--- config.mk ---
export PLATFORM = sky130hd
export DESIGN_NAME = lattice_neighbor_generator_core
export DESIGN_NICKNAME = d
export VERILOG_FILES = /design/src/lng_pkg.sv /design/src/lattice_neighbor_generator_core.sv /design/src/lng_front.sv /design/src/lng_job_queue.sv /design/src/lng_back.sv
export SDC_FILE = /design/constraint.sdc
export NUM_CORES = 1
export LEC_CHECK = 0
export BUFFER_PORTS_ARGS = -buffer_cell sky130_fd_sc_hd__buf_2
export CAP_MARGIN = 20
export CORE_MARGIN = 2
export CORE_UTILIZATION = 29
export DETAILED_ROUTE_END_ITERATION = 8
export SLEW_MARGIN = 20
export SYNTH_ARGS = -nofsm -noshare
export SYNTH_HDL_FRONTEND = slang
export SYNTH_SLANG_ARGS = --single-unit
export TNS_END_PERCENT = 100
--- constraint.sdc ---
create_clock -name clk_i -period 18.7 [get_ports clk_i]
set_clock_uncertainty 0.15 [all_clocks]
set_input_delay 0.935 -clock clk_i [delete_from_list [all_inputs] [get_ports clk_i]]
set_output_delay 0.935 -clock clk_i [all_outputs]
set_load 0.01 [all_outputs]
--- src/lng_pkg.sv ---
// lng_pkg: shared types, widths and codes for the lattice neighbor generator
// depends on nothing; imported by every module of the block
package lng_pkg;

  // defaults for the top-level limits
  localparam int unsigned MaxSideDef   = 256;
  localparam int unsigned MaxRadiusDef = 3;
  localparam int unsigned MaxGroupDef  = 64;

  // field and register widths
  localparam int unsigned NodeW    = 16;
  localparam int unsigned ModeW    = 2;
  localparam int unsigned SideW    = 9;
  localparam int unsigned RadiusW  = 2;
  localparam int unsigned GroupW   = 7;
  localparam int unsigned CfgDataW = 9;
  localparam int unsigned CfgIdxW  = 2;

  // lattice coordinate and clique position widths at the largest limits
  localparam int unsigned CoordW = 8;
  localparam int unsigned PosW   = 6;

  // signed offset width, holds -3 .. +3
  localparam int unsigned OffW = 3;

  // job queue between front and back
  localparam int unsigned JobQDepth = 2;

  typedef enum logic [CfgIdxW-1:0] {
    CFG_MODE,
    CFG_SIDE,
    CFG_RADIUS,
    CFG_GROUP
  } cfg_index_e;

  localparam logic [ModeW-1:0] ModeClique = 2'd0;
  localparam logic [ModeW-1:0] ModeSquare = 2'd1;

  typedef enum logic [1:0] {
    FS_IDLE,
    FS_RUN,
    FS_DONE
  } front_state_e;

  typedef enum logic [1:0] {
    JOB_CLIQUE,
    JOB_LATTICE,
    JOB_BAD
  } job_kind_e;

  // effective configuration, limits already applied
  typedef struct packed {
    logic               clique;
    logic               disc;
    logic [SideW-1:0]   side;
    logic [RadiusW-1:0] radius;
    logic [GroupW-1:0]  group;
  } lng_cfg_t;

  // one classified item handed from front to back
  typedef struct packed {
    job_kind_e         kind;
    logic [NodeW-1:0]  base;
    logic [CoordW-1:0] x;
    logic [CoordW-1:0] y;
    logic [PosW-1:0]   pos;
  } lng_job_t;

endpackage

--- src/lattice_neighbor_generator_core.sv ---
// lattice_neighbor_generator_core: lists the neighbors of one node index
// an item passes the holding register, the divider, the job queue and the back's index pipe
// the back walks one candidate a cycle while the result register is free or being popped;
// the front divides the next item meanwhile; the divider sets the rate of small items
// reset: mode 1, side 16, radius 1, group 4, all queues and registers empty
// depends on lng_pkg, lng_front, lng_job_queue, lng_back
module lattice_neighbor_generator_core #(
  parameter int unsigned MAX_SIDE   = lng_pkg::MaxSideDef,
  parameter int unsigned MAX_RADIUS = lng_pkg::MaxRadiusDef,
  parameter int unsigned MAX_GROUP  = lng_pkg::MaxGroupDef
) (
  input  logic                         clk_i,
  input  logic                         rst_ni,
  // item side
  input  logic                         push_i,
  output logic                         full_o,
  input  logic [lng_pkg::NodeW-1:0]    node_index_i,
  // result side
  output logic                         empty_o,
  input  logic                         pop_i,
  output logic [lng_pkg::NodeW-1:0]    neighbor_index_o,
  output logic                         last_o,
  output logic                         bad_index_o,
  // configuration writes
  input  logic                         cfg_we_i,
  input  logic [lng_pkg::CfgIdxW-1:0]  cfg_index_i,
  input  logic [lng_pkg::CfgDataW-1:0] cfg_data_i
);
  import lng_pkg::*;

  // configuration registers
  logic [ModeW-1:0]   mode_q;
  logic [SideW-1:0]   side_q;
  logic [RadiusW-1:0] radius_q;
  logic [GroupW-1:0]  group_q;

  lng_cfg_t cfg;

  // front to queue and queue to back
  lng_job_t front_job, back_job;
  logic job_push, job_full, job_pop, job_empty;

  always_ff @(posedge clk_i or negedge rst_ni) begin
    if (!rst_ni) begin
      mode_q   <= ModeSquare;
      side_q   <= SideW'(16);
      radius_q <= RadiusW'(1);
      group_q  <= GroupW'(4);
    end else if (cfg_we_i) begin
      unique case (cfg_index_e'(cfg_index_i))
        CFG_MODE:   mode_q   <= cfg_data_i[ModeW-1:0];
        CFG_SIDE:   side_q   <= cfg_data_i[SideW-1:0];
        CFG_RADIUS: radius_q <= cfg_data_i[RadiusW-1:0];
        CFG_GROUP:  group_q  <= cfg_data_i[GroupW-1:0];
        default: begin
        end
      endcase
    end
  end

  // effective settings: clamp to the limits; mode 3 runs as the disc
  always_comb begin
    cfg.clique = (mode_q == ModeClique);
    cfg.disc   = mode_q[1];
    cfg.side   = (side_q > SideW'(MAX_SIDE)) ? SideW'(MAX_SIDE) : side_q;
    cfg.radius = (radius_q > RadiusW'(MAX_RADIUS)) ? RadiusW'(MAX_RADIUS) : radius_q;
    cfg.group  = (group_q > GroupW'(MAX_GROUP)) ? GroupW'(MAX_GROUP) : group_q;
  end

  // front: holds one item, splits the index by L or G, sorts out bad and empty items
  lng_front u_front (
    .clk_i        (clk_i),
    .rst_ni       (rst_ni),
    .push_i       (push_i),
    .node_index_i (node_index_i),
    .full_o       (full_o),
    .cfg_i        (cfg),
    .job_o        (front_job),
    .job_push_o   (job_push),
    .job_full_i   (job_full)
  );

  // short job queue so the divider runs ahead while the back walks
  lng_job_queue u_job_queue (
    .clk_i   (clk_i),
    .rst_ni  (rst_ni),
    .push_i  (job_push),
    .data_i  (front_job),
    .full_o  (job_full),
    .pop_i   (job_pop),
    .data_o  (back_job),
    .empty_o (job_empty)
  );

  // back: one offset or member a cycle unless a held result stalls, into the result register
  lng_back u_back (
    .clk_i            (clk_i),
    .rst_ni           (rst_ni),
    .cfg_i            (cfg),
    .job_i            (back_job),
    .job_empty_i      (job_empty),
    .job_pop_o        (job_pop),
    .neighbor_index_o (neighbor_index_o),
    .last_o           (last_o),
    .bad_index_o      (bad_index_o),
    .empty_o          (empty_o),
    .pop_i            (pop_i)
  );

  // a flagged result is always the single, zeroed, final one
  assert property (@(posedge clk_i) disable iff (!rst_ni)
    (!empty_o && bad_index_o) |-> (last_o && (neighbor_index_o == '0)))
    else $error("bad index result not final or not zero");

  // front never hands a job to a full queue
  assert property (@(posedge clk_i) disable iff (!rst_ni)
    job_push |-> !job_full)
    else $error("job pushed into full queue");

  // back only takes a job that is there
  assert property (@(posedge clk_i) disable iff (!rst_ni)
    job_pop |-> !job_empty)
    else $error("job taken from empty queue");

endmodule

--- src/lng_front.sv ---
// lng_front: input holding register, bit-serial divider and item classification
// depends on lng_pkg
module lng_front (
  input  logic                     clk_i,
  input  logic                     rst_ni,
  input  logic                     push_i,
  input  logic [lng_pkg::NodeW-1:0] node_index_i,
  output logic                     full_o,
  input  lng_pkg::lng_cfg_t        cfg_i,
  output lng_pkg::lng_job_t        job_o,
  output logic                     job_push_o,
  input  logic                     job_full_i
);
  import lng_pkg::*;

  localparam int unsigned StepW = $clog2(NodeW);
  localparam logic [StepW-1:0] LastStep = StepW'(NodeW - 1);

  front_state_e state_q, state_d;
  logic in_valid_q, in_valid_d;
  logic [NodeW-1:0] in_node_q;
  logic [NodeW-1:0] node_q, node_d;
  logic [NodeW-1:0] quo_q, quo_d;
  logic [SideW-1:0] rem_q, rem_d;
  logic [SideW-1:0] dvs_q, dvs_d;
  logic [StepW-1:0] step_q, step_d;
  logic take;
  logic [SideW:0] partial, diff;
  logic fits;
  logic bad, drop;

  assign full_o = in_valid_q;
  assign in_valid_d = (in_valid_q && !take) || (push_i && !in_valid_q);

  // one quotient bit a step
  always_comb begin
    partial = {rem_q, quo_q[NodeW-1]};
    diff    = partial - {1'b0, dvs_q};
    fits    = partial >= {1'b0, dvs_q};
  end

  // classify the finished division
  always_comb begin
    bad = !cfg_i.clique &&
          ((cfg_i.side == '0) || (quo_q >= {{(NodeW-SideW){1'b0}}, cfg_i.side}));
    drop = cfg_i.clique ? (cfg_i.group < GroupW'(2))
                        : (!bad && (cfg_i.radius == '0));
    job_o.kind = cfg_i.clique ? JOB_CLIQUE : (bad ? JOB_BAD : JOB_LATTICE);
    job_o.base = node_q - {{(NodeW-SideW){1'b0}}, rem_q};
    job_o.x    = rem_q[CoordW-1:0];
    job_o.y    = quo_q[CoordW-1:0];
    job_o.pos  = rem_q[PosW-1:0];
  end

  always_comb begin
    state_d    = state_q;
    node_d     = node_q;
    quo_d      = quo_q;
    rem_d      = rem_q;
    dvs_d      = dvs_q;
    step_d     = step_q;
    take       = 1'b0;
    job_push_o = 1'b0;
    unique case (state_q)
      FS_IDLE: begin
        if (in_valid_q) begin
          take    = 1'b1;
          node_d  = in_node_q;
          quo_d   = in_node_q;
          rem_d   = '0;
          dvs_d   = cfg_i.clique ? {{(SideW-GroupW){1'b0}}, cfg_i.group} : cfg_i.side;
          step_d  = '0;
          state_d = FS_RUN;
        end
      end
      FS_RUN: begin
        quo_d  = {quo_q[NodeW-2:0], fits};
        rem_d  = fits ? diff[SideW-1:0] : partial[SideW-1:0];
        step_d = step_q + 1'b1;
        if (step_q == LastStep) begin
          state_d = FS_DONE;
        end
      end
      FS_DONE: begin
        if (drop) begin
          state_d = FS_IDLE;
        end else if (!job_full_i) begin
          job_push_o = 1'b1;
          state_d    = FS_IDLE;
        end
      end
      default: begin
        state_d = FS_IDLE;
      end
    endcase
  end

  always_ff @(posedge clk_i or negedge rst_ni) begin
    if (!rst_ni) begin
      state_q    <= FS_IDLE;
      in_valid_q <= 1'b0;
    end else begin
      state_q    <= state_d;
      in_valid_q <= in_valid_d;
    end
  end

  always_ff @(posedge clk_i) begin
    if (push_i && !in_valid_q) begin
      in_node_q <= node_index_i;
    end
    node_q <= node_d;
    quo_q  <= quo_d;
    rem_q  <= rem_d;
    dvs_q  <= dvs_d;
    step_q <= step_d;
  end

endmodule

--- src/lng_job_queue.sv ---
// lng_job_queue: short fifo of classified jobs between front and back
// depends on lng_pkg
module lng_job_queue (
  input  logic              clk_i,
  input  logic              rst_ni,
  input  logic              push_i,
  input  lng_pkg::lng_job_t data_i,
  output logic              full_o,
  input  logic              pop_i,
  output lng_pkg::lng_job_t data_o,
  output logic              empty_o
);
  import lng_pkg::*;

  localparam int unsigned PtrW = (JobQDepth > 1) ? $clog2(JobQDepth) : 1;
  localparam int unsigned CntW = $clog2(JobQDepth + 1);
  localparam logic [PtrW-1:0] LastPtr = PtrW'(JobQDepth - 1);
  localparam logic [CntW-1:0] FullCnt = CntW'(JobQDepth);

  lng_job_t entry_q [JobQDepth];
  logic [PtrW-1:0] wr_ptr_q, rd_ptr_q;
  logic [CntW-1:0] cnt_q;
  logic do_push, do_pop;

  assign full_o  = (cnt_q == FullCnt);
  assign empty_o = (cnt_q == '0);
  assign do_push = push_i && !full_o;
  assign do_pop  = pop_i && !empty_o;
  assign data_o  = entry_q[rd_ptr_q];

  always_ff @(posedge clk_i or negedge rst_ni) begin
    if (!rst_ni) begin
      wr_ptr_q <= '0;
      rd_ptr_q <= '0;
      cnt_q    <= '0;
    end else begin
      if (do_push) begin
        wr_ptr_q <= (wr_ptr_q == LastPtr) ? '0 : wr_ptr_q + 1'b1;
      end
      if (do_pop) begin
        rd_ptr_q <= (rd_ptr_q == LastPtr) ? '0 : rd_ptr_q + 1'b1;
      end
      if (do_push && !do_pop) begin
        cnt_q <= cnt_q + 1'b1;
      end else if (do_pop && !do_push) begin
        cnt_q <= cnt_q - 1'b1;
      end
    end
  end

  always_ff @(posedge clk_i) begin
    if (do_push) begin
      entry_q[wr_ptr_q] <= data_i;
    end
  end

endmodule

--- src/lng_back.sv ---
// lng_back: walks the offsets or group members of one job, two-stage index pipe
// and the result register; depends on lng_pkg
module lng_back (
  input  logic                      clk_i,
  input  logic                      rst_ni,
  input  lng_pkg::lng_cfg_t         cfg_i,
  input  lng_pkg::lng_job_t         job_i,
  input  logic                      job_empty_i,
  output logic                      job_pop_o,
  output logic [lng_pkg::NodeW-1:0] neighbor_index_o,
  output logic                      last_o,
  output logic                      bad_index_o,
  output logic                      empty_o,
  input  logic                      pop_i
);
  import lng_pkg::*;

  localparam int unsigned ProdW = SideW + CoordW;

  function automatic logic [3:0] off_sq(input logic [OffW-1:0] d);
    logic [OffW-1:0] neg;
    logic [1:0] mag;
    neg = ~d + 1'b1;
    mag = d[OffW-1] ? neg[1:0] : d[1:0];
    return {2'b00, mag} * {2'b00, mag};
  endfunction

  // (c + d) mod l for c < l and |d| <= 3
  function automatic logic [CoordW-1:0] wrap_coord(input logic [CoordW-1:0] c,
                                                   input logic [OffW-1:0] d,
                                                   input logic [SideW-1:0] l);
    logic signed [SideW+1:0] v;
    logic signed [SideW+1:0] ls;
    v  = $signed({3'b000, c} + {{(SideW+2-OffW){d[OffW-1]}}, d});
    ls = $signed({2'b00, l});
    for (int k = 0; k < 3; k++) begin
      if (v[SideW+1]) v = v + ls;
    end
    for (int k = 0; k < 3; k++) begin
      if (!v[SideW+1] && (v >= ls)) v = v - ls;
    end
    return v[CoordW-1:0];
  endfunction

  logic busy_q, busy_d;
  lng_job_t job_q;
  logic [OffW-1:0] dx_q, dx_d, dy_q, dy_d;
  logic [PosW-1:0] j_q, j_d;

  logic s1_valid_q, s1_valid_d;
  logic s1_lat_q, s1_bad_q, s1_last_q;
  logic [NodeW-1:0] s1_idx_q;
  logic [CoordW-1:0] s1_nx_q, s1_ny_q;

  logic out_valid_q;
  logic [NodeW-1:0] out_idx_q;
  logic out_last_q, out_bad_q;

  logic en;
  logic [OffW-1:0] r_s, neg_r;
  logic dx_end, dy_end;
  logic center, outside;
  logic [GroupW-1:0] gm1, gm2, j_ext, pos_ext;
  logic emit, last, done;
  logic [NodeW-1:0] cl_idx;
  logic [CoordW-1:0] nx, ny;
  logic [ProdW-1:0] prod, lat_sum;

  assign en        = !out_valid_q || pop_i;
  assign job_pop_o = !busy_q && !job_empty_i;

  always_comb begin
    r_s     = {1'b0, cfg_i.radius};
    neg_r   = ~r_s + 1'b1;
    dx_end  = (dx_q == r_s);
    dy_end  = (dy_q == r_s);
    center  = (dx_q == '0) && (dy_q == '0);
    outside = cfg_i.disc &&
              (({1'b0, off_sq(dx_q)} + {1'b0, off_sq(dy_q)}) > {1'b0, off_sq(r_s)});
    gm1     = cfg_i.group - GroupW'(1);
    gm2     = cfg_i.group - GroupW'(2);
    j_ext   = {{(GroupW-PosW){1'b0}}, j_q};
    pos_ext = {{(GroupW-PosW){1'b0}}, job_q.pos};
    cl_idx  = job_q.base + {{(NodeW-PosW){1'b0}}, j_q};
    nx      = wrap_coord(job_q.x, dx_q, cfg_i.side);
    ny      = wrap_coord(job_q.y, dy_q, cfg_i.side);

    case (job_q.kind)
      JOB_CLIQUE: begin
        emit = (j_q != job_q.pos);
        done = (j_ext == gm1);
        last = (pos_ext == gm1) ? (j_ext == gm2) : done;
      end
      JOB_LATTICE: begin
        emit = !center && !outside;
        done = dx_end && dy_end;
        last = dx_end && (cfg_i.disc ? (dy_q == '0) : dy_end);
      end
      default: begin
        emit = 1'b1;
        done = 1'b1;
        last = 1'b1;
      end
    endcase
  end

  // walk control
  always_comb begin
    busy_d     = busy_q;
    dx_d       = dx_q;
    dy_d       = dy_q;
    j_d        = j_q;
    s1_valid_d = s1_valid_q;
    if (job_pop_o) begin
      busy_d = 1'b1;
      dx_d   = neg_r;
      dy_d   = neg_r;
      j_d    = '0;
    end else if (busy_q && en) begin
      if (done) begin
        busy_d = 1'b0;
      end
      j_d = j_q + 1'b1;
      if (dy_end) begin
        dy_d = neg_r;
        dx_d = dx_q + 1'b1;
      end else begin
        dy_d = dy_q + 1'b1;
      end
    end
    if (en) begin
      s1_valid_d = busy_q && emit;
    end
  end

  always_comb begin
    prod    = cfg_i.side * s1_ny_q;
    lat_sum = prod + {{SideW{1'b0}}, s1_nx_q};
  end

  always_ff @(posedge clk_i or negedge rst_ni) begin
    if (!rst_ni) begin
      busy_q      <= 1'b0;
      s1_valid_q  <= 1'b0;
      out_valid_q <= 1'b0;
    end else begin
      busy_q     <= busy_d;
      s1_valid_q <= s1_valid_d;
      if (en) begin
        out_valid_q <= s1_valid_q;
      end
    end
  end

  always_ff @(posedge clk_i) begin
    if (job_pop_o) begin
      job_q <= job_i;
    end
    dx_q <= dx_d;
    dy_q <= dy_d;
    j_q  <= j_d;
    if (en) begin
      s1_lat_q  <= (job_q.kind == JOB_LATTICE);
      s1_bad_q  <= (job_q.kind == JOB_BAD);
      s1_last_q <= last;
      s1_idx_q  <= cl_idx;
      s1_nx_q   <= nx;
      s1_ny_q   <= ny;
      out_last_q <= s1_last_q;
      out_bad_q  <= s1_bad_q;
      if (s1_lat_q) begin
        out_idx_q <= lat_sum[NodeW-1:0];
      end else if (s1_bad_q) begin
        out_idx_q <= '0;
      end else begin
        out_idx_q <= s1_idx_q;
      end
    end
  end

  assign neighbor_index_o = out_idx_q;
  assign last_o           = out_last_q;
  assign bad_index_o      = out_bad_q;
  assign empty_o          = !out_valid_q;

endmodule
-- Word level (Yosys, flattened, before mapping)
Memories as Yosys holds them, arrays and structs flattened. A register that Yosys moved wholly into a read port is not among the register bits.
Cells that the tools add are included.
- register bits: 165
- bits in writable memories: 80
- input bits: 32
- logic and storage cells: 228
- memories: 1
- memory list (name ; depth ; width ; rd ports ; clocked after Yosys merged registers in ; write ports ; RTL line ; text):
    u_job_queue.entry_q ; 2 ; 40 ; 1 ; 1 ; 1 ; lng_job_queue.sv:20 ; lng_job_t entry_q [JobQDepth];
- add/subtract/negate cells: 32
- multiply operators: 4
- magnitude comparators: 13
- equality and inequality tests: 18
- multiplexer cells: 60
- bitwise logic cells: 3
- reduce and logical (&&, ||, !) cells: 66
- operator list (operator ; number):
    two-way mux 11 bit ; 10
    greater-or-equal comparator 11 x 10 -> 1 bit ; 6
    two-way mux 16 bit ; 3
    adder 11 x 10 -> 11 bit ; 4
    subtractor 11 x 10 -> 11 bit ; 4
    one-hot mux 16 bit (2 select lines) ; 1
    two-way mux 9 bit ; 3
    adder 10 x 10 -> 11 bit ; 2
    logical AND 1 bit ; 22
    two-way mux 2 bit ; 11
    == test 6 x 7 -> 1 bit ; 3
    adder 9 x 3 -> 10 bit ; 2
    logical NOT 1 bit ; 18
    two-way mux 3 bit ; 6
    one-hot mux 9 bit (2 select lines) ; 1
    adder 16 x 6 -> 16 bit ; 1
    adder 16 x 8 -> 16 bit ; 1
    greater-or-equal comparator 16 x 9 -> 1 bit ; 1
    multiplier 9 x 8 -> 16 bit ; 1
    two-way mux 8 bit ; 2
    AND reduction 2 bit ; 8
    subtractor 16 x 9 -> 16 bit ; 1
    subtractor 8 bit ; 2
    two-way mux 1 bit ; 15
    other kinds (37) ; 68

-- Depth between registers and ports, before layout
Gate-level depths: netlist of the first run.
- word-level depth: 17
- mapped depth: 56

-- Hierarchy
Synthesis of the first run repeated with hierarchy kept, for this count alone.
- cells, all modules: 2125
- area, all modules: 22549.1 sq um
- modules (own cells, without submodules) (module ; instances ; cells an instance ; area an instance (sq um)):
    lng_back ; 1 ; 1570 ; 14263.7
    lng_front ; 1 ; 350 ; 4119.0
    lng_job_queue ; 1 ; 144 ; 3286.9
    lattice_neighbor_generator_core ; 1 ; 61 ; 879.6

-- Worst setup path after synthesis of the first run
No wires, ideal clock.
- path type: reg2reg
- from: reg u_back.dy_q[0]
- to: reg u_back.s1_ny_q[7] (data pin)
- setup time: 256 ps
- arrival: 11584 ps
- setup slack: 6711 ps
- stages on the path, launching flop included: 53
- cell sequence: edfxtp_1 -> ha_1 -> fa_1 -> a21o_1 -> a21oi_1 -> o21bai_1 -> a21oi_1 -> o21ai_0 -> xor2_1 -> ha_1 -> o21a_1 -> o31a_1 -> a21oi_1 -> mux2i_1 -> inv_1 -> ha_1 -> o211a_1 -> a221o_1 -> [17 not listed] -> a221oi_1 -> o21ai_0 -> and3_1 -> o21ai_0 -> mux2i_1 -> o221ai_1 -> nand2_1 -> ha_1 -> nor2b_1 -> o31a_1 -> o21ai_0 -> nand2b_1 -> a21o_1 -> a211o_1 -> a2111oi_0 -> o211a_1 -> nor4_1 -> a31o_2
- word-level cells in the longest chain between the ends: 16
- RTL lines (item ; RTL line ; text):
    start, declared ; lng_back.sv:47 ; logic [OffW-1:0] dx_q, dx_d, dy_q, dy_d;
    start signal, assigned ; lng_back.sv:160 ; dy_q <= dy_d;
    adder 9 x 3 -> 10 bit * ; lng_back.sv:34 ; v = $signed({3'b000, c} + {{(SideW+2-OffW){d[OffW-1]}}, d});
    adder 10 x 10 -> 11 bit ; lng_back.sv:37 ; if (v[SideW+1]) v = v + ls;
    two-way mux 11 bit * ; lng_back.sv:37 ;
    adder 11 x 10 -> 11 bit ; lng_back.sv:37 ;
    two-way mux 11 bit * ; lng_back.sv:37 ;
    adder 11 x 10 -> 11 bit ; lng_back.sv:37 ;
    two-way mux 11 bit * ; lng_back.sv:37 ;
    greater-or-equal comparator 11 x 10 -> 1 bit or logical NOT 1 bit (tied branches) ; lng_back.sv:40 ; if (!v[SideW+1] && (v >= ls)) v = v - ls;
    logical AND 1 bit ; lng_back.sv:40 ;
    two-way mux 11 bit * ; lng_back.sv:40 ;
    greater-or-equal comparator 11 x 10 -> 1 bit or logical NOT 1 bit (tied branches) ; lng_back.sv:40 ;
    logical AND 1 bit ; lng_back.sv:40 ;
    two-way mux 11 bit * ; lng_back.sv:40 ;
    greater-or-equal comparator 11 x 10 -> 1 bit or logical NOT 1 bit (tied branches) ; lng_back.sv:40 ;
    logical AND 1 bit ; lng_back.sv:40 ;
    two-way mux 8 bit * ; lng_back.sv:40 ;
    named net u_back.ny[7] ; lng_back.sv:66 ; logic [CoordW-1:0] nx, ny;
    end signal, assigned ; lng_back.sv:168 ; s1_ny_q <= ny;
    end, declared ; lng_back.sv:53 ; logic [CoordW-1:0] s1_nx_q, s1_ny_q;
Mark *: on every way through the listed nets, which the timed path passes. The rest lies on a longest branch.
A chain may end at the register's enable or synchronous reset.

-- Worst setup path after layout of the first run
Ends and elaborated chain as after synthesis.

==> metrics.cfg, run 1 <==
[status]
status=finished clean

[detailed_routing]
wl_um=54000
vias=16100
dr.pass1.iters=5
drcViolationCount=0
routed_via_density=5.01
route.antenna.remaining_nets=0
wl_per_cell_um=16.8
drt_iter0_drc=1003

[floorplanning]
io_pins=52
die-area_um2=77100
die_width_um=278
row_count=100
die_h_um=278
start_util_pct=29.2
core_area_um2=74300

[finish]
fin_area_um2=24100
fin_nets=2539
synthToLayoutAreaGrowth_pct=11.1
nFillCells=7617
drive_above_1_share_pct=11.7

[cts]
numCtsBuffers=27
clock-sinks=267
clockBufferDepth=3
post_cts_buffers=0
insertion_delay_ns=0.58
htreeDepth=1
clockRootBuffer=clkbuf_16
cts_tree=yes
ctsResizeCount=0
clk_pin_slew_ns=0.07
holdBufCountCts=0

[place]
gp_congestion=0.925
port_buffers=51
place_area_um2=23200
hpwl_um=41600

[logic_synthesis]
synth_fp_nets=2484
synth_ff_type=edfxtp_1
synth.top_cell.area_share_pct=32.0
yosysUniqueCellTypes=90
yosys.cell_count.top_type=edfxtp_1
ys_seq_area_share_pct=36.0
synth-seq-cells=267
synth_largest_area_cell=edfxtp_1
syn_area_per_cell_um2=10.0
synthTopCellsByCount=edfxtp_1 (231), nand2_1 (224), ha_1 (215)
yosys-top-cells-area=edfxtp_1 (32%), ha_1 (12%), fa_1 (6.3%), mux2_2 (5.6%), nand2_1 (3.9%)
async_reset_ff_share_pct=11.2
yosysWarnings=0
syn_area_um2=21700
synthCells=2169
synth_edf_count=231

[critical_path]
path_max_fanout=9
critPathRequiredTime_ns=18.88
crit_type=flop to flop
reg2reg_depth=52
crit_end=u_back.s1_ny_q[7]
rrSetupSlack_ns=4.51
slowest_delay_ns=0.64
cp-end-kind=flop
timing.rr.end=u_back.s1_ny_q[7]
crit_start=u_back.dy_q[0]
critPathLaunchType=flop
cp_slowest_cell=a2111oi_0
rr_startpoint=u_back.dy_q[0]
arrival_ns=14.37

[global_route]
antenna_found_initial=7
grt_first_pass_wirelength_um=85700
first_global_vias=15400
grt_use_total_pct=13.8
overflow=0
grt_max_degree=55

[timing]
layout_worst_path_cycle_share_pct=75.9
timing.fmax_ghz=0.0705
slew_headroom_pct=35.0
fin_crit_ns=14.19
slew_viol_final=0
finalSetupTns_ns=0
worstMarginPinSlew_ns=0.967
hold_violations=0
grt_setup_unrepaired=no
setup_violations=0

[worst_hold_path]
holdCritPathClass=flop to flop

[job]
max_cap_viol_count=0

[worst min-delay path by stage]
stage,startpoint,cells after the start,endpoint
2_1_floorplan,u_back.s1_last_q,0,u_back.last_o
3_3_place_gp,u_back.s1_last_q,0,u_back.last_o
3_5_place_dp,u_back.s1_last_q,0,u_back.last_o
6_report,u_back.s1_last_q,0,u_back.last_o
4_1_cts,u_back.s1_last_q,0,u_back.last_o
5_1_grt,u_back.s1_last_q,0,u_back.last_o
[metrics by stage]
stage | hold slack, ns | setup WS, ns | std cells | utilization, %
after floorplan | 0.250 | 6.71 | 2169 | -
after global placement | 0.258 | 5.10 | 3163 | 31.2
after detailed placement | 0.260 | 4.80 | 3163 | 31.2
after CTS | 0.276 | 4.72 | 3210 | 32.4
after global routing | 0.288 | 3.52 | 3212 | 32.4
final | 0.274 | 4.51 | 3213 | 32.4
[kinds of logic (layout without fill, tap and decap cells)]
kind of cell | after synthesis | after routing | share of synthesized area, %
simple gates | 627 | 627 | 13.7
compound gates | 479 | 479 | 15.0
fa+ha+maj | 283 | 283 | 18.7
flops | 267 | 267 | 36.0
buf+inv | 239 | 312 | 4.23
xor+xnor | 153 | 153 | 6.17
mux | 121 | 121 | 6.20
other cells | 0 | 2 | 0
[per-layer routing]
metal | vias to the layer above | track usage (%) | share of wire [%]
met3 | 90 | 2.98 | 5.9
met1 | 7725 | 19.8 | 49
met5 | - | 0 | 0.12
met4 | 10 | 3.53 | 2.7
met2 | 351 | 21.0 | 43
li1 | 7926 | - | -
[area by class of cell]
| cell class | count | area (um^2) | share of cell area, % |
|---|---|---|---|
| multi-input combinational | 1663 | 13000 | 53.9 |
| sequential | 267 | 7810 | 32.4 |
| tap | 969 | 1210 | 5.03 |
| inverter | 190 | 713 | 2.96 |
| clock buffer | 29 | 683 | 2.83 |
| timing repair buffer | 75 | 455 | 1.89 |
| clock inverter | 18 | 231 | 0.960 |
| antenna | 2 | 5.00 | 0.0208 |
[placed cells by master, fill, tap and decap left out, types with 7 or more instances in the layout]
| master | netlist | final |
|---|---|---|
| xor2_1 | 62 | 62 |
| and3_1 | 11 | 11 |
| a21oi_1 | 91 | 91 |
| nand2_1 | 224 | 224 |
| a211o_1 | 9 | 9 |
| ha_1 | 215 | 215 |
| or3_1 | 13 | 13 |
| o221ai_1 | 7 | 7 |
| nand3_1 | 28 | 28 |
| nor2_1 | 140 | 140 |
| o31ai_1 | 12 | 12 |
| and2_1 | 42 | 42 |
| nor4_1 | 14 | 14 |
| a21o_1 | 50 | 50 |
| or2_2 | 8 | 8 |
| mux2i_1 | 14 | 14 |
| a31oi_1 | 17 | 17 |
| edfxtp_1 | 231 | 231 |
| buf_2 | 5 | 51 |
| o211ai_1 | 10 | 10 |
| o31a_1 | 9 | 9 |
| nand4_1 | 30 | 30 |
| mux2_2 | 107 | 107 |
| nor3_1 | 41 | 40 |
| nor2b_1 | 30 | 28 |
| dfrtp_1 | 26 | 26 |
| buf_4 | 2 | 23 |
| nand2b_1 | 22 | 21 |
| clkinv_2 | 0 | 7 |
| a21boi_0 | 16 | 16 |
| xnor2_1 | 91 | 91 |
| a211oi_1 | 17 | 17 |
| inv_1 | 189 | 188 |
| fa_1 | 68 | 68 |
| clkbuf_16 | 0 | 27 |
| o21bai_1 | 20 | 20 |
| o21a_1 | 31 | 31 |
| o21ai_0 | 121 | 121 |
[sequential cells by signal, indices dropped and copies added (netlist names), 16 cells and up]
name / count
u_back.neighbor_index_o: 16
u_front.quo_q: 16
u_back.s1_idx_q: 16
u_back.job_q: 34
u_front.in_node_q: 16
u_job_queue.entry_q: 68
u_front.node_q: 16
[critical path, delay by kind of cell (launching register included)]
kind | cells | cell delay, ns
buffers and inverters | 1 | 0.08
DFF | 1 | 0.52
muxes | 3 | 1.29
and+or+nand+nor | 11 | 2.03
adders and majority gates | 7 | 2.35
AOI/OAI and AO/OA | 29 | 7.31
xor gates and xnor gates | 1 | 0.19
Power of run 1 is left out: the tool's default activity adds up to more than one toggle a clock period on the data nets, which glitch-free logic cannot reach.
==> inputs of run 2 (changes only) <==
--- a/config.mk
+++ b/config.mk
@@ -5,6 +5,7 @@
 export SDC_FILE = /design/constraint.sdc
 export NUM_CORES = 1
 export LEC_CHECK = 0
+export ABC_AREA = 1
 export BUFFER_PORTS_ARGS = -buffer_cell sky130_fd_sc_hd__buf_2
 export CAP_MARGIN = 20
 export CORE_MARGIN = 2
==> constraint.sdc (replaced) <==
create_clock -name clk_i -period 14.25 [get_ports clk_i]
set_clock_uncertainty 0.15 [all_clocks]
set_input_delay 0.7125 -clock clk_i [delete_from_list [all_inputs] [get_ports clk_i]]
set_output_delay 0.7125 -clock clk_i [all_outputs]
set_load 0.01 [all_outputs]
==> run 2 against run 1 <==
  * The flow now finishes with violations (DRC)
  * Die area fell by 1.3%
  * Worst hold slack lost 0.23 ns
  * Via count up 3.3%
  * Core utilization up 0.33 points
  * Synthesized cell count rose by 16%
  * Flip-flop and latch count stayed put
  * Final cell count increased by 11%
  * Area after synthesis shrank 1.3%
  * Fmax up 22%
  * Sequential share of layout area increased by 0.22 points
  * First-iteration DRC count is 16% higher
  * Count of clock-buffer cells in the layout up 8
==> metrics.cfg, run 2 <==
[critical_path]
rrSetupSlack_ns=2.58
cp_slowest_cell=dfrtp_1
slowest_delay_ns=0.81
crit_type=flop to flop
critPathRequiredTime_ns=14.52
timing.rr.end=u_back.s1_nx_q[7]
cp_num_buf_inv=11
critPathLaunchType=flop
path_max_fanout=16
reg2reg_depth=67
cp-end-kind=flop
cp_common_cell=nand2_1
rr_startpoint=side_q[8]
arrival_ns=11.94
crit_family=simple AND/OR/NAND/NOR gates

[place]
hpwl_um=40700
gp_congestion=0.886
place_area_um2=23000
port_buffers=51
place_inst=3524

[floorplanning]
core_area_um2=73100
die_h_um=276
row_count=99
io_pins=52
die_width_um=276
die-area_um2=76100
start_util_pct=29.3

[timing]
finalSetupTns_ns=0
timing.fmax_ghz=0.0857
setup_violations=0
holdWs_ns=0.0393
fin_crit_ns=11.67
worstMarginPinSlew_ns=1.02
grt_setup_unrepaired=no
slew_headroom_pct=31.6
slew_viol_final=0
hold_violations=0
layout_worst_path_cycle_share_pct=81.9

[global_route]
grt_first_pass_wirelength_um=83400
overflow=0
antenna_found_initial=1
grt_use_total_pct=13.7
first_global_vias=15700
grt_max_degree=56

[detailed_routing]
routed_via_density=4.65
drcViolationCount=1
route.met2.wl_um=23500
vias=16600
wl_um=52200
drt_iter0_drc=1159
wl_per_cell_um=14.6
route.met3.wl_um=2520
highest_layer=met5
route.antenna.remaining_nets=0
drt-met1-wl_um=24900
dr.pass1.iters=7

[cts]
cts_tree=yes
insertion_delay_ns=0.60
post_cts_buffers=0
ctsResizeCount=0
htreeDepth=1
clock-sinks=267
clockBufferDepth=3
clockRootBuffer=clkbuf_16
numCtsBuffers=28
holdBufCountCts=0
clk_pin_slew_ns=0.06

[logic_synthesis]
yosys-top-cells-area=edfxtp_1 (32%), ha_1 (13%), nand2_1 (12%), inv_1 (6.4%), fa_1 (6.4%)
yosys.cell_count.top_type=nand2_1
synth.top_cell.area_share_pct=32.4
ys_seq_area_share_pct=36.5
synth_edf_count=231
yosysUniqueCellTypes=62
synth_largest_area_cell=edfxtp_1
async_reset_ff_share_pct=11.2
synth_fp_nets=2838
synthTopCellsByCount=nand2_1 (672), inv_1 (367), edfxtp_1 (231)
yosysWarnings=0
synth-seq-cells=267
syn_area_per_cell_um2=8.49
synth_ff_type=edfxtp_1
syn_area_um2=21400
synthCells=2523

[finish]
fin_area_um2=23900
num_antenna_cells=0
fin_nets=2910
multi_input_area_um2=12100
largest_reg_flops=68
mostFrequentLayoutCells=nand2_1 (672), inv_1 (365), edfxtp_1 (231)
top_register=u_job_queue.entry_q
final_common_cell=nand2_1
top_regs=u_job_queue.entry_q x68, u_back.job_q x34
synthToLayoutAreaGrowth_pct=11.7
fin_cells=3576
nFillCells=7626
drive_above_1_share_pct=7.76
seqCellArea_um2=7810

[worst_hold_path]
holdCritPathClass=primary input to asynchronous set/reset pin

[job]
max_cap_viol_count=0

[status]
status=finished, violations left
violations=DRC

run 2: final cells by class:
cell class	instances	share of cell area, %
multi-input combinational	1839	50.4
inverter	386	6.06
sequential	267	32.6
timing repair buffer	73	1.84
clock buffer	37	3.15
tap	959	5.01
clock inverter	15	0.941
run 2: logic make-up after synthesis:
group,Yosys count,share of synthesized area [%]
multiplexers,3,0.140
adder cells (fa/ha/maj),283,18.9
AND/OR/NAND/NOR,1039,21.0
buffers and inverters,417,7.35
XOR/XNOR,154,6.29
flip-flops,267,36.5
AO/OA/AOI/OAI,360,9.83
run 2: stage by stage:
step           setup slack, ns  utilization (%)
2_1_floorplan             4.18                -
3_3_place_gp              2.67             31.4
3_5_place_dp              2.59             31.4
4_1_cts                   2.53             32.8
5_1_grt                   1.29             32.8
6_report                  2.58             32.8
run 2: layer usage:
layer	global-route usage [%]	up-vias
met5	0	-
met4	3.52	2
met3	1.90	78
met2	22.1	333
met1	19.1	7725
li1	-	8494
run 2: worst max path at each step:
stage / start / end / slack [ns] / depth (start not counted)
CTS: side_q[8] / u_back.s1_nx_q[7] / 2.53 / 66
global placement: side_q[8] / u_back.s1_nx_q[7] / 2.67 / 66
detailed placement: side_q[8] / u_back.s1_nx_q[7] / 2.59 / 66
finish: side_q[8] / u_back.s1_nx_q[7] / 2.58 / 67
floorplan: u_back.dy_q[0] / u_back.s1_ny_q[0] / 4.18 / 74
global route: u_back.dx_q[2] / u_back.s1_nx_q[7] / 1.29 / 70
run 2: worst register-to-register path: cells and delay by family (launching register included):
family                     cells  cell delay, ns
DFF                            1            0.81
AOI/OAI and AO/OA             15            3.04
and+or+nand+nor               33            3.67
adders and majority gates      7            2.46
xor gates and xnor gates       1            0.16
buffers and inverters         11            1.16
Power of run 2 is left out for the same reason.
==> inputs of run 3 (changes only) <==
==> constraint.sdc (replaced) <==
create_clock -name clk_i -period 11.42 [get_ports clk_i]
set_clock_uncertainty 0.15 [all_clocks]
set_input_delay 0.571 -clock clk_i [delete_from_list [all_inputs] [get_ports clk_i]]
set_output_delay 0.571 -clock clk_i [all_outputs]
set_load 0.01 [all_outputs]
==> run 3 against run 2 <==
  * Highest routed layer is now met4
  * Core utilization rose by 0.91 points
  * Routed wire length rose by 1.9%
  * Flip-flop and latch count did not move
  * Count of clock-buffer cells in the layout did not move
  * Worst hold slack improved by 0.029 ns
  * Largest cell class unchanged
  * Via count rose by 1.5%
  * Non-clock buffer count rose by 63
  * Fmax rose by 10%
  * Sequential share of layout area fell by 0.88 points
  * First-iteration DRC count rose by 8.6%
  * Die area did not move
  * The run still ends with DRC left
==> metrics.cfg, run 3 (same netlist as run 2, synthesis figures left out) <==
[critical_path]
cp.depth=72
crit_start=u_back.dy_q[2]
reg2reg_depth=72
cp_slowest_cell=edfxtp_1
rr_startpoint=u_back.dy_q[2]
crit_family=simple AND/OR/NAND/NOR gates
cp_num_buf_inv=7
path_max_fanout=14
cp-end-kind=flop
slowest_delay_ns=0.47
arrival_ns=10.78
crit_type=flop to flop
critPathRequiredTime_ns=11.59
critPathLaunchType=flop
cp_common_cell=nand2_1

[global_route]
grt_max_degree=57
overflow=0
first_global_vias=15800
antenna_found_initial=0
grt_use_total_pct=13.8
grt_first_pass_wirelength_um=84100

[timing]
layout_worst_path_cycle_share_pct=92.9
fin_crit_ns=10.61
slew_viol_final=0
setup_violations=0
hold_violations=0
timing.fmax_ghz=0.0942
holdWs_ns=0.0682
slew_headroom_pct=32.3
finalSetupTns_ns=0
grt_setup_unrepaired=yes
worstMarginPinSlew_ns=1.01

[detailed_routing]
route.antenna.remaining_nets=0
routed_via_density=4.64
wl_per_cell_um=14.6
wl_um=53200
dr.pass1.iters=8
drt_iter0_drc=1259
drcViolationCount=1
vias=16900

[finish]
nFillCells=7621
synthToLayoutAreaGrowth_pct=14.8
drive_above_1_share_pct=10.5
fin_cells=3639
fin_area_um2=24600
num_antenna_cells=0
top_regs=u_job_queue.entry_q x68, u_back.job_q x34
largest_reg_flops=68
fin_nets=2974
mostFrequentLayoutCells=nand2_1 (672), inv_1 (364), edfxtp_1 (231)
top_register=u_job_queue.entry_q
final_common_cell=nand2_1

[place]
hpwl_um=41100
gp_congestion=0.900
port_buffers=51
place_area_um2=23000
place_inst=3527

[cts]
clockRootBuffer=clkbuf_16
cts_tree=yes
htreeDepth=1
clock-sinks=267
clockBufferDepth=3
numCtsBuffers=28
clk_pin_slew_ns=0.06
insertion_delay_ns=0.59

[floorplanning]
die-area_um2=76100
die_width_um=276
io_pins=52
core_area_um2=73100
die_h_um=276
start_util_pct=29.3
row_count=99

[job]
max_cap_viol_count=0

[status]
violations=DRC
status=finished, violations left

[worst_hold_path]
min-delay-start=push_i
holdCritPathClass=primary input to flop
hold_path_depth=3

==> run 3: path summary, 6_finish.rpt <==
| path | endpoint | slack, ns |
|---|---|---|
| setup reg to reg | u_back.s1_ny_q[1] | 0.81 |
| hold reg to reg | u_front.node_q[4] | 0.30 |
| max in group asynchronous | u_back.out_valid_q | 10.16 |
| setup / recovery | u_back.s1_ny_q[1] | 0.81 |
| hold / removal | u_front.full_o | 0.07 |
| min in group asynchronous | side_q[7] | 0.44 |
==> run 3: per-layer routing <==
| metal | wire (um) | part of all wire [%] | global-route usage, % | vias up |
|---|---|---|---|---|
| li1 | - | - | - | 8624 |
| met1 | 25700 | 48 | 19.9 | 7867 |
| met2 | 24100 | 45 | 22.2 | 333 |
| met3 | 2440 | 4.6 | 1.71 | 59 |
| met4 | 954 | 1.8 | 2.66 | 0 |
| met5 | 0 | 0 | 0 | - |
==> run 3: tightest hold or removal path: stages <==
cell and delay [ns]:
buf_2 0.08, nor2_1 0.03, nor2_1 0.08
==> run 3: area by class of cell <==
type                            count  area (um^2)  share of cell area, %
Timing Repair Buffer              136          951                   3.86
Multi-Input combinational cell   1840        12200                   49.6
Clock inverter                     14          199                  0.808
Tap cell                          959         1200                   4.88
Sequential cell                   267         7810                   31.7
Inverter                          386         1460                   5.94
Clock buffer                       37          774                   3.15
==> run 3: through the flow <==
step | worst slack (ns) | util (%)
5_1_grt | -0.0793 | 33.7
6_report | 0.809 | 33.7
2_1_floorplan | 1.35 | -
3_5_place_dp | 0.0421 | 31.4
4_1_cts | 0.0579 | 33.0
3_3_place_gp | 0.212 | 31.4
==> run 3: timing repair <==
| item | 4_1_cts | 5_1_grt |
|---|---|---|
| gates cloned | 0 | 1 |
| hold buffers | 16 | 1 |
| hold endpoints to repair | 41 | 1 |
| gates resized for setup | 1 | 52 |
| setup endpoints to repair | 8 | 16 |
| buffers inserted | 0 | 42 |
| pin swaps | 0 | 18 |
Power of run 3 is left out for the same reason.
